### src/sv/nearest_ray_sphere_hit_macros.svh
// assertion macros for the nearest ray-sphere hit block
`ifndef NEAREST_RAY_SPHERE_HIT_MACROS_SVH
`define NEAREST_RAY_SPHERE_HIT_MACROS_SVH
`ifndef ASSERT_OFF
// same-cycle implication, clocked on i_clk, held off during reset
`define NRSH_ASSERT_NOW(label, ante, cons) \
    label: assert property (@(posedge i_clk) disable iff (!i_rst_n) (ante) |-> (cons)) \
        else $error("nrsh check failed");
// next-cycle implication
`define NRSH_ASSERT_NEXT(label, ante, cons) \
    label: assert property (@(posedge i_clk) disable iff (!i_rst_n) (ante) |=> (cons)) \
        else $error("nrsh check failed");
`else
`define NRSH_ASSERT_NOW(label, ante, cons)
`define NRSH_ASSERT_NEXT(label, ante, cons)
`endif
`endif

### src/sv/nrsh_pkg.sv
// shared constants for the nearest ray-sphere hit block
package nrsh_pkg;
    localparam int FRAC_BITS_DEF = 16;
    localparam int ACC_W  = 77;   // signed accumulator for dot and discriminant
    localparam int OC_W   = 33;   // origin minus centre
    localparam int B_W    = 37;   // b after floor shift
    localparam int ROOT_W = 38;
    localparam int REM_W  = 42;
    localparam int T_W    = 40;   // candidate distance
    localparam int DIR_FRAC = 14;

    // configuration register indexes
    localparam logic [2:0] REG_ORIGIN_X = 3'd0;
    localparam logic [2:0] REG_ORIGIN_Y = 3'd1;
    localparam logic [2:0] REG_ORIGIN_Z = 3'd2;
    localparam logic [2:0] REG_DIR_X    = 3'd3;
    localparam logic [2:0] REG_DIR_Y    = 3'd4;
    localparam logic [2:0] REG_DIR_Z    = 3'd5;

    typedef logic signed [ACC_W-1:0] t_acc;
endpackage

### src/sv/nearest_ray_sphere_hit.sv
// nearest ray-sphere hit: serial intersection of one sphere per beat
//
// The ray (origin and unit direction) sits in six configuration registers.
// Each input beat carries one sphere. Spheres not visible, not spheres or
// incomplete are dropped. Every other sphere runs through one bit-serial
// shift-add multiplier into a 77-bit accumulator: three dot product terms,
// b squared, radius squared and three oc squared terms, each product set up
// in S_LOAD. S_CHK then checks the sign of the discriminant. A radix-2
// restoring square root follows, and S_DONE picks the near or far root and
// updates the best hit. A negative discriminant skips the root. The block
// takes one sphere at a time (o_stall is high while it works). On a beat
// marked last the result (hit, id, distance) goes to an output register
// that waits for the consumer. It is loaded from S_OUT, which waits while
// an earlier result is still stalled. The best hit is then cleared for the
// next scan.
// Configuration writes are always ready and must only occur while idle.
module nearest_ray_sphere_hit
    import nrsh_pkg::*;
#(
    parameter int FRAC_BITS = FRAC_BITS_DEF
) (
    input  logic                i_clk,
    input  logic                i_rst_n,
    // configuration
    input  logic                i_cfg_valid,
    output logic                o_cfg_ready,
    input  logic [2:0]          i_cfg_index,
    input  logic [31:0]         i_cfg_data,
    // sphere beats
    input  logic                i_valid,
    output logic                o_stall,
    input  logic [31:0]         i_entity_id,
    input  logic signed [31:0]  i_center_x,
    input  logic signed [31:0]  i_center_y,
    input  logic signed [31:0]  i_center_z,
    input  logic [30:0]         i_sphere_radius,
    input  logic                i_visible,
    input  logic                i_is_sphere,
    input  logic                i_complete,
    input  logic                i_last,
    // result beats
    output logic                o_valid,
    input  logic                i_stall,
    output logic                o_hit,
    output logic [31:0]         o_target_id,
    output logic [31:0]         o_hit_distance
);
    `include "nearest_ray_sphere_hit_macros.svh"

    // epsilon in lsb: ceil(0.0001 * 2^FRAC_BITS)
    localparam longint EPS_INT = ((64'sd1 <<< FRAC_BITS) + 64'sd9999) / 64'sd10000;
    localparam logic signed [T_W-1:0] EPS = T_W'(EPS_INT);

    localparam logic [2:0] S_IDLE = 3'd0;
    localparam logic [2:0] S_LOAD = 3'd1;
    localparam logic [2:0] S_MUL  = 3'd2;
    localparam logic [2:0] S_CHK  = 3'd3;
    localparam logic [2:0] S_SQRT = 3'd4;
    localparam logic [2:0] S_DONE = 3'd5;
    localparam logic [2:0] S_OUT  = 3'd6;

    localparam logic [2:0] OP_DOT_X  = 3'd0;
    localparam logic [2:0] OP_DOT_Y  = 3'd1;
    localparam logic [2:0] OP_DOT_Z  = 3'd2;
    localparam logic [2:0] OP_B_SQ   = 3'd3;
    localparam logic [2:0] OP_R_SQ   = 3'd4;
    localparam logic [2:0] OP_OCSQ_X = 3'd5;
    localparam logic [2:0] OP_OCSQ_Y = 3'd6;
    localparam logic [2:0] OP_OCSQ_Z = 3'd7;

    // configuration registers
    logic signed [31:0] r_org_x, r_org_y, r_org_z;
    logic signed [15:0] r_dir_x, r_dir_y, r_dir_z;

    // control
    logic [2:0]  r_state;
    logic [2:0]  r_op;
    logic [5:0]  r_cnt;
    logic        r_neg;
    logic        r_sgn_b;
    logic        r_last;
    logic        r_ovalid;

    // datapath
    logic [31:0]            r_id;
    logic [30:0]            r_rad;
    logic signed [OC_W-1:0] r_oc_x, r_oc_y, r_oc_z;
    logic signed [B_W-1:0]  r_b;
    t_acc                   r_acc;
    t_acc                   r_mcand;
    logic [ROOT_W-1:0]      r_mpl;
    logic [75:0]            r_radicand;
    logic [REM_W-1:0]       r_rem;
    logic [ROOT_W-1:0]      r_root;
    logic [31:0]            r_best_dist;
    logic [31:0]            r_best_id;
    logic [31:0]            r_out_id;
    logic [31:0]            r_out_dist;
    logic                   r_out_hit;

    logic take;
    logic out_free;
    assign take     = i_visible & i_is_sphere & i_complete;
    assign out_free = !r_ovalid || !i_stall;

    assign o_cfg_ready    = 1'b1;
    assign o_stall        = (r_state != S_IDLE);
    assign o_valid        = r_ovalid;
    assign o_hit          = r_out_hit;
    assign o_target_id    = r_out_id;
    assign o_hit_distance = r_out_dist;

    // magnitudes for the squaring products
    logic [OC_W-1:0] mag_x, mag_y, mag_z;
    logic [B_W-1:0]  mag_b;
    assign mag_x = r_oc_x[OC_W-1] ? OC_W'(-r_oc_x) : OC_W'(r_oc_x);
    assign mag_y = r_oc_y[OC_W-1] ? OC_W'(-r_oc_y) : OC_W'(r_oc_y);
    assign mag_z = r_oc_z[OC_W-1] ? OC_W'(-r_oc_z) : OC_W'(r_oc_z);
    assign mag_b = r_b[B_W-1] ? B_W'(-r_b) : B_W'(r_b);

    // operand select for the product about to start
    t_acc              op_a;
    logic [ROOT_W-1:0] op_b;
    logic [5:0]        op_n;
    logic              op_neg;
    logic              op_sgn;
    always_comb begin
        op_a   = '0;
        op_b   = '0;
        op_n   = 6'd0;
        op_neg = 1'b0;
        op_sgn = 1'b0;
        case (r_op)
            OP_DOT_X: begin
                op_a = ACC_W'(r_oc_x); op_b = ROOT_W'(r_dir_x); op_n = 6'd15; op_sgn = 1'b1;
            end
            OP_DOT_Y: begin
                op_a = ACC_W'(r_oc_y); op_b = ROOT_W'(r_dir_y); op_n = 6'd15; op_sgn = 1'b1;
            end
            OP_DOT_Z: begin
                op_a = ACC_W'(r_oc_z); op_b = ROOT_W'(r_dir_z); op_n = 6'd15; op_sgn = 1'b1;
            end
            OP_B_SQ: begin
                op_a = ACC_W'(mag_b); op_b = ROOT_W'(mag_b); op_n = 6'd36;
            end
            OP_R_SQ: begin
                op_a = ACC_W'(r_rad); op_b = ROOT_W'(r_rad); op_n = 6'd30;
            end
            OP_OCSQ_X: begin
                op_a = ACC_W'(mag_x); op_b = ROOT_W'(mag_x); op_n = 6'd32; op_neg = 1'b1;
            end
            OP_OCSQ_Y: begin
                op_a = ACC_W'(mag_y); op_b = ROOT_W'(mag_y); op_n = 6'd32; op_neg = 1'b1;
            end
            OP_OCSQ_Z: begin
                op_a = ACC_W'(mag_z); op_b = ROOT_W'(mag_z); op_n = 6'd32; op_neg = 1'b1;
            end
            default: begin
                op_a = '0;
            end
        endcase
    end

    // one shift-add step; the top bit of a signed multiplier weighs negative
    logic sub_now;
    t_acc mul_acc;
    assign sub_now = r_neg ^ (r_sgn_b && (r_cnt == 6'd0));
    assign mul_acc = !r_mpl[0] ? r_acc : (sub_now ? r_acc - r_mcand : r_acc + r_mcand);

    // one restoring root step: two radicand bits in, one root bit out
    logic [REM_W-1:0] rem2;
    logic [REM_W-1:0] trial;
    logic             fits;
    assign rem2  = {r_rem[REM_W-3:0], r_radicand[75:74]};
    assign trial = REM_W'({r_root, 2'b01});
    assign fits  = (rem2 >= trial);

    // root selection and distance clamp
    logic signed [T_W-1:0] neg_b, near_t, far_t, t_sel;
    logic                  t_ok;
    logic [31:0]           hit_dist;
    always_comb begin
        neg_b  = -T_W'(r_b);
        near_t = neg_b - $signed(T_W'(r_root));
        far_t  = neg_b + $signed(T_W'(r_root));
        t_ok   = 1'b1;
        t_sel  = near_t;
        if (near_t > EPS) begin
            t_sel = near_t;
        end else if (far_t > EPS) begin
            t_sel = far_t;
        end else begin
            t_ok = 1'b0;
        end
        hit_dist = (t_sel[T_W-1:32] != '0) ? 32'hFFFF_FFFF : t_sel[31:0];
    end

    logic r_disc_ok;

    always_ff @(posedge i_clk) begin
        if (!i_rst_n) begin
            r_org_x     <= '0;
            r_org_y     <= '0;
            r_org_z     <= '0;
            r_dir_x     <= 16'sd16384;
            r_dir_y     <= '0;
            r_dir_z     <= '0;
            r_state     <= S_IDLE;
            r_op        <= '0;
            r_cnt       <= '0;
            r_neg       <= 1'b0;
            r_sgn_b     <= 1'b0;
            r_last      <= 1'b0;
            r_ovalid    <= 1'b0;
            r_disc_ok   <= 1'b0;
            r_best_dist <= '1;
            r_best_id   <= '0;
        end else begin
            if (i_cfg_valid) begin
                case (i_cfg_index)
                    REG_ORIGIN_X: r_org_x <= i_cfg_data;
                    REG_ORIGIN_Y: r_org_y <= i_cfg_data;
                    REG_ORIGIN_Z: r_org_z <= i_cfg_data;
                    REG_DIR_X:    r_dir_x <= i_cfg_data[15:0];
                    REG_DIR_Y:    r_dir_y <= i_cfg_data[15:0];
                    REG_DIR_Z:    r_dir_z <= i_cfg_data[15:0];
                    default: ;
                endcase
            end

            // a new result loaded in S_OUT keeps the valid high
            if (r_ovalid && !i_stall && (r_state != S_OUT)) begin
                r_ovalid <= 1'b0;
            end

            case (r_state)
                S_IDLE: begin
                    if (i_valid) begin
                        r_last <= i_last;
                        r_id   <= i_entity_id;
                        r_rad  <= i_sphere_radius;
                        r_oc_x <= OC_W'(r_org_x) - OC_W'(i_center_x);
                        r_oc_y <= OC_W'(r_org_y) - OC_W'(i_center_y);
                        r_oc_z <= OC_W'(r_org_z) - OC_W'(i_center_z);
                        r_op   <= '0;
                        r_acc  <= '0;
                        if (take) begin
                            r_state <= S_LOAD;
                        end else if (i_last) begin
                            r_state <= S_OUT;
                        end
                    end
                end
                S_LOAD: begin
                    r_mcand <= op_a;
                    r_mpl   <= op_b;
                    r_cnt   <= op_n;
                    r_neg   <= op_neg;
                    r_sgn_b <= op_sgn;
                    r_state <= S_MUL;
                end
                S_MUL: begin
                    // the discriminant starts from zero once the dot product is done
                    r_acc   <= ((r_cnt == 6'd0) && (r_op == OP_DOT_Z)) ? '0 : mul_acc;
                    r_mcand <= r_mcand <<< 1;
                    r_mpl   <= r_mpl >> 1;
                    r_cnt   <= r_cnt - 6'd1;
                    if (r_cnt == 6'd0) begin
                        r_op <= r_op + 3'd1;
                        if (r_op == OP_DOT_Z) begin
                            // floor shift of the dot product
                            r_b     <= mul_acc[DIR_FRAC+B_W-1:DIR_FRAC];
                            r_state <= S_LOAD;
                        end else if (r_op == OP_OCSQ_Z) begin
                            r_state <= S_CHK;
                        end else begin
                            r_state <= S_LOAD;
                        end
                    end
                end
                S_CHK: begin
                    r_radicand <= r_acc[75:0];
                    r_rem      <= '0;
                    r_root     <= '0;
                    r_cnt      <= 6'(ROOT_W - 1);
                    r_disc_ok  <= !r_acc[ACC_W-1];
                    // negative discriminant: no hit for this sphere
                    r_state    <= r_acc[ACC_W-1] ? S_DONE : S_SQRT;
                end
                S_SQRT: begin
                    r_radicand <= r_radicand << 2;
                    r_rem      <= fits ? rem2 - trial : rem2;
                    r_root     <= {r_root[ROOT_W-2:0], fits};
                    r_cnt      <= r_cnt - 6'd1;
                    if (r_cnt == 6'd0) begin
                        r_state <= S_DONE;
                    end
                end
                S_DONE: begin
                    // strictly closer hits replace the best
                    if (r_disc_ok && t_ok && (hit_dist < r_best_dist)) begin
                        r_best_dist <= hit_dist;
                        r_best_id   <= r_id;
                    end
                    r_state <= r_last ? S_OUT : S_IDLE;
                end
                S_OUT: begin
                    if (out_free) begin
                        r_ovalid    <= 1'b1;
                        r_out_hit   <= (r_best_id != '0);
                        r_out_id    <= r_best_id;
                        r_out_dist  <= (r_best_id != '0) ? r_best_dist : '0;
                        r_best_dist <= '1;
                        r_best_id   <= '0;
                        r_state     <= S_IDLE;
                    end
                end
                default: begin
                    r_state <= S_IDLE;
                end
            endcase
        end
    end

    // a nonnegative discriminant always goes on to the root
    `NRSH_ASSERT_NEXT(a_chk_to_sqrt, (r_state == S_CHK) && !r_acc[ACC_W-1], r_state == S_SQRT)
    // a result beat clears the running best for the next scan
    `NRSH_ASSERT_NEXT(a_out_clears, (r_state == S_OUT) && out_free, o_valid && (r_best_id == '0) && (r_best_dist == '1))
    // a reported hit always names a nonzero entity
    `NRSH_ASSERT_NOW(a_hit_id, o_valid && o_hit, o_target_id != '0)

endmodule

### config.mk
export PLATFORM = sky130hd
export DESIGN_NAME = nearest_ray_sphere_hit
export DESIGN_NICKNAME = d
export VERILOG_FILES = /design/src/sv/nrsh_pkg.sv /design/src/sv/nearest_ray_sphere_hit.sv
export VERILOG_INCLUDE_DIRS = /design/src /design/src/sv
export SDC_FILE = /design/constraint.sdc
export NUM_CORES = 2
export LEC_CHECK = 0
export ABC_AREA = 1
export ABC_CLOCK_PERIOD_IN_PS = 13700
export BUFFER_PORTS_ARGS = -buffer_cell sky130_fd_sc_hd__buf_2
export CORE_MARGIN = 1.5
export CORE_UTILIZATION = 45
export DETAILED_ROUTE_END_ITERATION = 8
export SYNTH_ARGS = -nofsm -noshare
export SYNTH_HDL_FRONTEND = slang
export SYNTH_SLANG_ARGS = --single-unit
### constraint.sdc
create_clock -name i_clk -period 13.7 [get_ports i_clk]
set_clock_uncertainty 0.15 [all_clocks]
set_input_delay 4.11 -clock i_clk [delete_from_list [all_inputs] [get_ports i_clk]]
set_output_delay 4.11 -clock i_clk [all_outputs]
set_load 0.02 [all_outputs]
=== After elaboration in Yosys (flattened, before gate mapping) ===
Cells that the tools add are included.

* Bits in registers: 835
* Latch bits: 0
* Bits in writable memories: 0
* Memory bits (read-only): 0
* Input port bits: 203
* Output and inout port bits: 68
* Memories: 0

* $add $sub $neg: 15
* Multipliers: 0
* Div/mod/pow operators: 0
* Order comparisons: 4
* Equality and inequality tests: 26
* Shift-type cells: 0
* Muxes and demuxes: 49
* Bitwise logic cells: 3
* Reduce and logical (&&, ||, !) cells: 42

{| class="wikitable"
|+ Operator list
! operator !! number
|-
| 77-bit one-hot mux with 8 select lines || 1
|-
| 77-bit two-way mux || 4
|-
| 77-bit one-hot mux with 2 select lines || 2
|-
| 38-bit one-hot mux with 8 select lines || 1
|-
| 32-bit two-way mux || 5
|-
| 38-bit one-hot mux with 2 select lines || 2
|-
| 76-bit one-hot mux with 2 select lines || 1
|-
| 32-bit one-hot mux with 2 select lines || 2
|-
| 40-bit two-way mux || 3
|-
| 33-bit two-way mux || 3
|-
| 33-bit negation || 3
|-
| 32-bit by 32-bit subtractor with 33-bit output || 3
|-
| 40-bit by 4-bit greater-than comparator with 1-bit output, second input constant || 2
|-
| 40-bit one-hot mux with 2 select lines || 1
|-
| 77-bit adder || 1
|-
| 77-bit subtractor || 1
|-
| 42-bit by 40-bit greater-or-equal comparator with 1-bit output || 1
|-
| 40-bit by 39-bit adder with 40-bit output || 1
|-
| 37-bit negation with 40-bit output || 1
|-
| 40-bit by 39-bit subtractor with 40-bit output || 1
|-
| 40-bit subtractor || 1
|-
| 37-bit two-way mux || 1
|-
| 37-bit negation || 1
|-
| 32-bit < comparator || 1
|-
| other kinds (31) || 96
|}

=== Logic depth before layout (Yosys ltp) ===
* Depth in word-level cells: 11
* Depth in mapped cells: 58
* Depth with buffers taken out: 56

=== Least setup slack after synthesis ===
OpenSTA, ideal clock, no wires.

* Path type: input to register
* Start: input i_rst_n
* End: register r_id[0] (enable)
* Library setup time: 685 ps
* Arrival: 11287 ps
* Data required time: 12865 ps
* Slack: 1578 ps
* Stages: 4
* Path buffers: 2
* Path through: inv_1 clkbuf_1 clkbuf_1 nor2_1

* Cells in the longest elaborated chain, start to end: 1

{| class="wikitable"
|+ Ends and longest elaborated chain
! what !! line !! source
|-
| from (decl) || nearest_ray_sphere_hit.sv:23 || <nowiki>input logic i_rst_n,</nowiki>
|-
| 3-bit AND reduction (no line) || n/a ||
|-
| to (signal assigned) || nearest_ray_sphere_hit.sv:240 || <nowiki>r_id <= i_entity_id;</nowiki>
|-
| to (decl) || nearest_ray_sphere_hit.sv:85 || <nowiki>logic [31:0] r_id;</nowiki>
|}

Every way passes these cells.
A chain may end at the register's enable or synchronous reset.

=== Worst setup path after layout ===
* Start: register r_b[0]
* End: register r_best_dist[29]

* Cells in the longest elaborated chain, start to end: 11
* Elaborated cells between the ends (all ways): 18
* Classes of those cells: add/sub: 3; order compare: 3; eq/ne: 1; mux: 7; reduce/logical: 4

{| class="wikitable"
|+ Ends and longest elaborated chain
! what !! line !! source
|-
| from (decl) || nearest_ray_sphere_hit.sv:88 || <nowiki>logic signed [B_W-1:0] r_b;</nowiki>
|-
| from (signal assigned) || nearest_ray_sphere_hit.sv:272 || <nowiki>r_b <= mul_acc[DIR_FRAC+B_W-1:DIR_FRAC];</nowiki>
|-
| 37-bit negation with 40-bit output (*) || nearest_ray_sphere_hit.sv:183 || <nowiki>neg_b = -T_W'(r_b);</nowiki>
|-
| 40-bit by 39-bit adder with 40-bit output || nearest_ray_sphere_hit.sv:185 || <nowiki>far_t = neg_b + $signed(T_W'(r_root));</nowiki>
|-
| 40-bit by 4-bit greater-than comparator with 1-bit output || nearest_ray_sphere_hit.sv:190 || <nowiki>end else if (far_t > EPS) begin</nowiki>
|-
| 40-bit two-way mux || nearest_ray_sphere_hit.sv:190 ||
|-
| 40-bit two-way mux || nearest_ray_sphere_hit.sv:188 || <nowiki>if (near_t > EPS) begin</nowiki>
|-
| 8-bit nonzero test || nearest_ray_sphere_hit.sv:195 || <nowiki>hit_dist = (t_sel[T_W-1:32] != '0) ? 32'hFFFF_FFFF : t_sel[31:0];</nowiki>
|-
| 32-bit two-way mux || nearest_ray_sphere_hit.sv:195 ||
|-
| 32-bit < comparator || nearest_ray_sphere_hit.sv:301 || <nowiki>if (r_disc_ok && t_ok && (hit_dist < r_best_dist)) begin</nowiki>
|-
| 1-bit logical AND || nearest_ray_sphere_hit.sv:301 ||
|-
| 2-bit inequality test (no line) || n/a ||
|-
| 3-bit AND reduction (no line) || n/a ||
|-
| to (signal assigned) || nearest_ray_sphere_hit.sv:302 || <nowiki>r_best_dist <= hit_dist;</nowiki>
|-
| to (decl) || nearest_ray_sphere_hit.sv:95 || <nowiki>logic [31:0] r_best_dist;</nowiki>
|}

Every way passes the cells marked *; elsewhere a longest branch is shown, timed or not. The select of a mux whose other input is x is not followed.

==> out/qor.log <==
INFO  sta            timing.final.max_slew_violations=0
INFO  critical_path  path_delay_family=simple AND/OR/NAND/NOR gates
INFO  synth          netlist.top_cell.by_area=sky130_fd_sc_hd__edfxtp_1
INFO  critical_path  worst-endpoint-arrival=11190ps
INFO  synth          ys_seq_area_share=40.6%
INFO  grt            wire_length_of_the_first_global_routing_pass=301mm
INFO  critical_path  reg2reg_depth=45
INFO  critical_path  path_depth=45
INFO  detailed_routing vias=52237
INFO  synth          yosys_register_bits=835
INFO  floorplanning  placeableCoreArea=124000um^2
INFO  cts            cts-resized-gates=0
INFO  power          p_clk_share=23.6%
INFO  synth          ys_warn_count=0
INFO  detailed_routing drt-pass1-iter-count=9
INFO  floorplanning  start_util=45.4%
INFO  power          p_sw_share=43.6%
INFO  critical_path  cp_slowest_stage_delay=840ps
INFO  outcome        status=finished, violations left
INFO  detailed_routing postRouteWirelength=203mm
INFO  synth          synth.distinct_cells=64
INFO  worst_hold_path hold_end=o_target_id[12]$_DFFE_PP_
INFO  outcome        violations_in_the_final_reports=DRC
INFO  power          power.internal=6380uW
INFO  critical_path  cp_slowest_cell=sky130_fd_sc_hd__nand2_1
INFO  cts            clkSinkCount=835
INFO  sta            slew_headroom=17.7%
INFO  placement      placedInstanceArea=59200um^2
INFO  synth          synth_enable_flop_cells=610
INFO  floorplanning  design.portCount=271
INFO  critical_path  critical_path.reg2reg.endpoint=r_best_dist[29]$_SDFFE_PN1P_
INFO  cells_and_area layout.cells.most_common=sky130_fd_sc_hd__nand2_1
INFO  floorplanning  die_width=356um
INFO  detailed_routing drt-initial-drc-count=4846
INFO  critical_path  cell_repeated_most_along_the_worst_path=sky130_fd_sc_hd__nand2_1
INFO  cells_and_area mostFrequentLayoutCells=sky130_fd_sc_hd__nand2_1 (1522), sky130_fd_sc_hd__nor2_1 (922), sky130_fd_sc_hd__inv_1 (913)
INFO  critical_path  crit_path_start_kind=flop
INFO  cts            postCtsSetupRepairBufs=0
INFO  power          total_power=11300uW
INFO  sta            final.setup.tns=0ps
INFO  cts            clk_transition_reported_paths=60ps
INFO  synth          syn-cell-area=56200um^2
INFO  floorplanning  die_area=127000um^2
INFO  worst_hold_path hp-start=r_best_id[12]$_SDFFE_PN0P_
INFO  floorplanning  fp.dieH=356um
INFO  cells_and_area drive_above_1_share=7.91%
INFO  grt            grt.overflow.total=0
INFO  synth          netlist.area_leader.share=32.6%
INFO  critical_path  cp.required=14100ps
INFO  critical_path  critical_path.reg2reg.startpoint=r_b[0]$_DFFE_PP_
INFO  detailed_routing drt-wirelength-per-cell=21.7um
INFO  grt            grt_max_degree=163
INFO  grt            first_global_vias=49559
INFO  critical_path  crit_end_element=flop
INFO  placement      replace_congestion=0.962
INFO  critical_path  worstPathMaxFanout=61
INFO  cts            cts-root-buf=sky130_fd_sc_hd__clkbuf_16
INFO  cts            worstSkewPairLatency=690ps
INFO  sta            layout_worst_path_cycle_share=78.8%
INFO  sta            max_freq=92.6MHz
INFO  floorplanning  fp-row-count=129
INFO  sta            finalSetupViolCount=0
INFO  detailed_routing vias_per_cell=5.59
INFO  cells_and_area flow.area_growth_from_synthesis=11.2%
INFO  power          power_per_cell_area=181nW/um^2
INFO  critical_path  critPathLaunch=r_b[0]$_DFFE_PP_
INFO  power          vdd.ir_drop.worst=0.125mV
INFO  synth          postSynthNetCount=7976
INFO  sta            worstMarginPinSlew=1220ps
INFO  placement      place.detailed.hpwl=159mm
INFO  cells_and_area fin_area=62500um^2
INFO  worst_hold_path number_of_instances_on_the_worst_hold_path=0
INFO  critical_path  count_of_buffering_cells_on_the_critical_path_with_inverters_included=7
INFO  job            drv_cap=0
INFO  power          p_switching=4920uW
INFO  critical_path  critPathKind=reg2reg
INFO  critical_path  ff2ff_setup_slack=2900ps
INFO  sta            timing.final.hold_violations=0
INFO  grt            grt_usage=31.1%
INFO  synth          postSynth.asyncResetShare=0%
INFO  placement      port_buffers=269
INFO  cts            ctsHoldBuffers=0
INFO  detailed_routing number_of_routed_nets_with_antenna_violations=0
INFO  synth          most_common_flop_cell_mapped_by_yosys=sky130_fd_sc_hd__edfxtp_1
INFO  sta            finalWorstPathRequiredPeriod=10800ps
INFO  sta            rsz0062_at_grt=false
INFO  power          p_leak=0.0282uW
INFO  cts            max-clock-path-buffers=3
INFO  synth          mean_area_per_synthesized_cell=7.56um^2
INFO  grt            grt_antenna_before_repair=5
INFO  power          seq_pwr_share=32.5%
INFO  power          combPwrFrac=44.0%
INFO  cells_and_area final_nets=8171
INFO  detailed_routing drc_viols=16
INFO  cts            clock_tree_from_tritoncts=yes
INFO  synth          synth_instances=7434
INFO  cts            cts_buffers=95
INFO  worst_hold_path timing.hold.worst.class=reg2reg
INFO  cts            ctsHtreeMaxLevel=3
INFO  synth          synth_area_leaders=sky130_fd_sc_hd__edfxtp_1 (33%), sky130_fd_sc_hd__nand2_1 (10%), sky130_fd_sc_hd__dfxtp_1 (8.0%)
-- synth_stat cells, types with 9 or more instances --
cell                           n
sky130_fd_sc_hd__nor2_1      929
sky130_fd_sc_hd__ha_1        333
sky130_fd_sc_hd__clkinv_1     10
sky130_fd_sc_hd__clkbuf_1    190
sky130_fd_sc_hd__nor4_1       53
sky130_fd_sc_hd__dfxtp_1     225
sky130_fd_sc_hd__o221ai_1     13
sky130_fd_sc_hd__nor3_1      107
sky130_fd_sc_hd__a21oi_1     657
sky130_fd_sc_hd__o211ai_1     17
sky130_fd_sc_hd__a221oi_1     36
sky130_fd_sc_hd__a211oi_1     23
sky130_fd_sc_hd__nand3b_1     14
sky130_fd_sc_hd__buf_1        13
sky130_fd_sc_hd__buf_2        20
sky130_fd_sc_hd__nor2_2       13
sky130_fd_sc_hd__xnor2_1      56
sky130_fd_sc_hd__or2_2        40
sky130_fd_sc_hd__inv_2        26
sky130_fd_sc_hd__inv_1       916
sky130_fd_sc_hd__o21a_1       20
sky130_fd_sc_hd__xor2_1      216
sky130_fd_sc_hd__and3_1        9
sky130_fd_sc_hd__nand4_1      94
sky130_fd_sc_hd__o2111ai_1    12
sky130_fd_sc_hd__o31ai_1      17
sky130_fd_sc_hd__nand3_1     443
sky130_fd_sc_hd__o22ai_1      22
sky130_fd_sc_hd__a31oi_1      54
sky130_fd_sc_hd__nand2_1    1524
sky130_fd_sc_hd__o21ai_1      15
sky130_fd_sc_hd__o21ai_0     576
sky130_fd_sc_hd__edfxtp_1    610
sky130_fd_sc_hd__o21bai_1     34
-- through the flow --
step	utilization, %	hold slack (ps)	cells	worst slack (ps)
6_report	50.5	296	9350	2900
5_1_grt	50.5	295	9348	1690
4_1_cts	50.5	283	9347	3050
3_5_place_dp	47.8	289	9169	3070
3_3_place_gp	47.8	284	9169	3330
2_1_floorplan	-	275	7434	1580
-- area by class of cell --
class                   instances  area, um^2
clock buffers                 123        2580
fillers                     12252       61300
well taps                    1637        2050
flip-flops and latches        835       22800
multi-input cells            5413       28900
inverters                     952        3570
diodes                          3        7.51
repair buffers                332        1830
clock inverters                55         681
-- power by group through the flow --
stage / combinational [uW] / sequential [uW] / clock, uW
floorplan: 3360 / 3640 / 0
global placement: 4870 / 3700 / 0
detailed placement: 4880 / 3710 / 0
CTS: 4910 / 3660 / 2720
global route: 5490 / 3690 / 2810
finish: 4970 / 3670 / 2660
-- worst max-delay path by stage --
| stage | endpoint | slack [ps] |
|---|---|---|
| 4_1_cts | r_best_dist[29]$_SDFFE_PN1P_ | 3050 |
| 3_3_place_gp | r_best_dist[5]$_SDFFE_PN1P_ | 3330 |
| 2_1_floorplan | r_id[0]$_DFFE_PP_ | 1580 |
| 3_5_place_dp | r_best_dist[29]$_SDFFE_PN1P_ | 3070 |
| 5_1_grt | r_best_dist[18]$_SDFFE_PN1P_ | 1690 |
| 6_report | r_best_dist[29]$_SDFFE_PN1P_ | 2900 |
-- logic make-up (layout without fill, tap and decap cells) --
kind of cell	Yosys count	count (layout)	share of synthesized area, %
flip-flops	835	835	40.6
other	1	4	0.00667
AO/OA/AOI/OAI	1546	1546	15.2
AND/OR/NAND/NOR	3245	3245	24.1
multiplexers	10	10	0.192
XOR/XNOR	272	272	4.24
adder cells (fa/ha/maj)	339	339	7.63
buffers and inverters	1186	1462	8.09
-- registers in the layout (all words and copies together), names as in the netlist, 37 cells and up --
signal / count
r_acc: 77
r_mcand: 77
r_radicand: 76
r_rem: 40
r_mpl: 38
r_root: 38
r_b: 37
-- metal layers --
metal / routed length, um / vias up / track usage [%]
met2: 96200 / 1800 / 52.6
met3: 12500 / 369 / 3.97
met4: 8950 / 4 / 12.9
li1: - / 25478 / -
met1: 85100 / 24586 / 40.2
met5: 26 / - / 0
(Power assumes the default switching activity.)
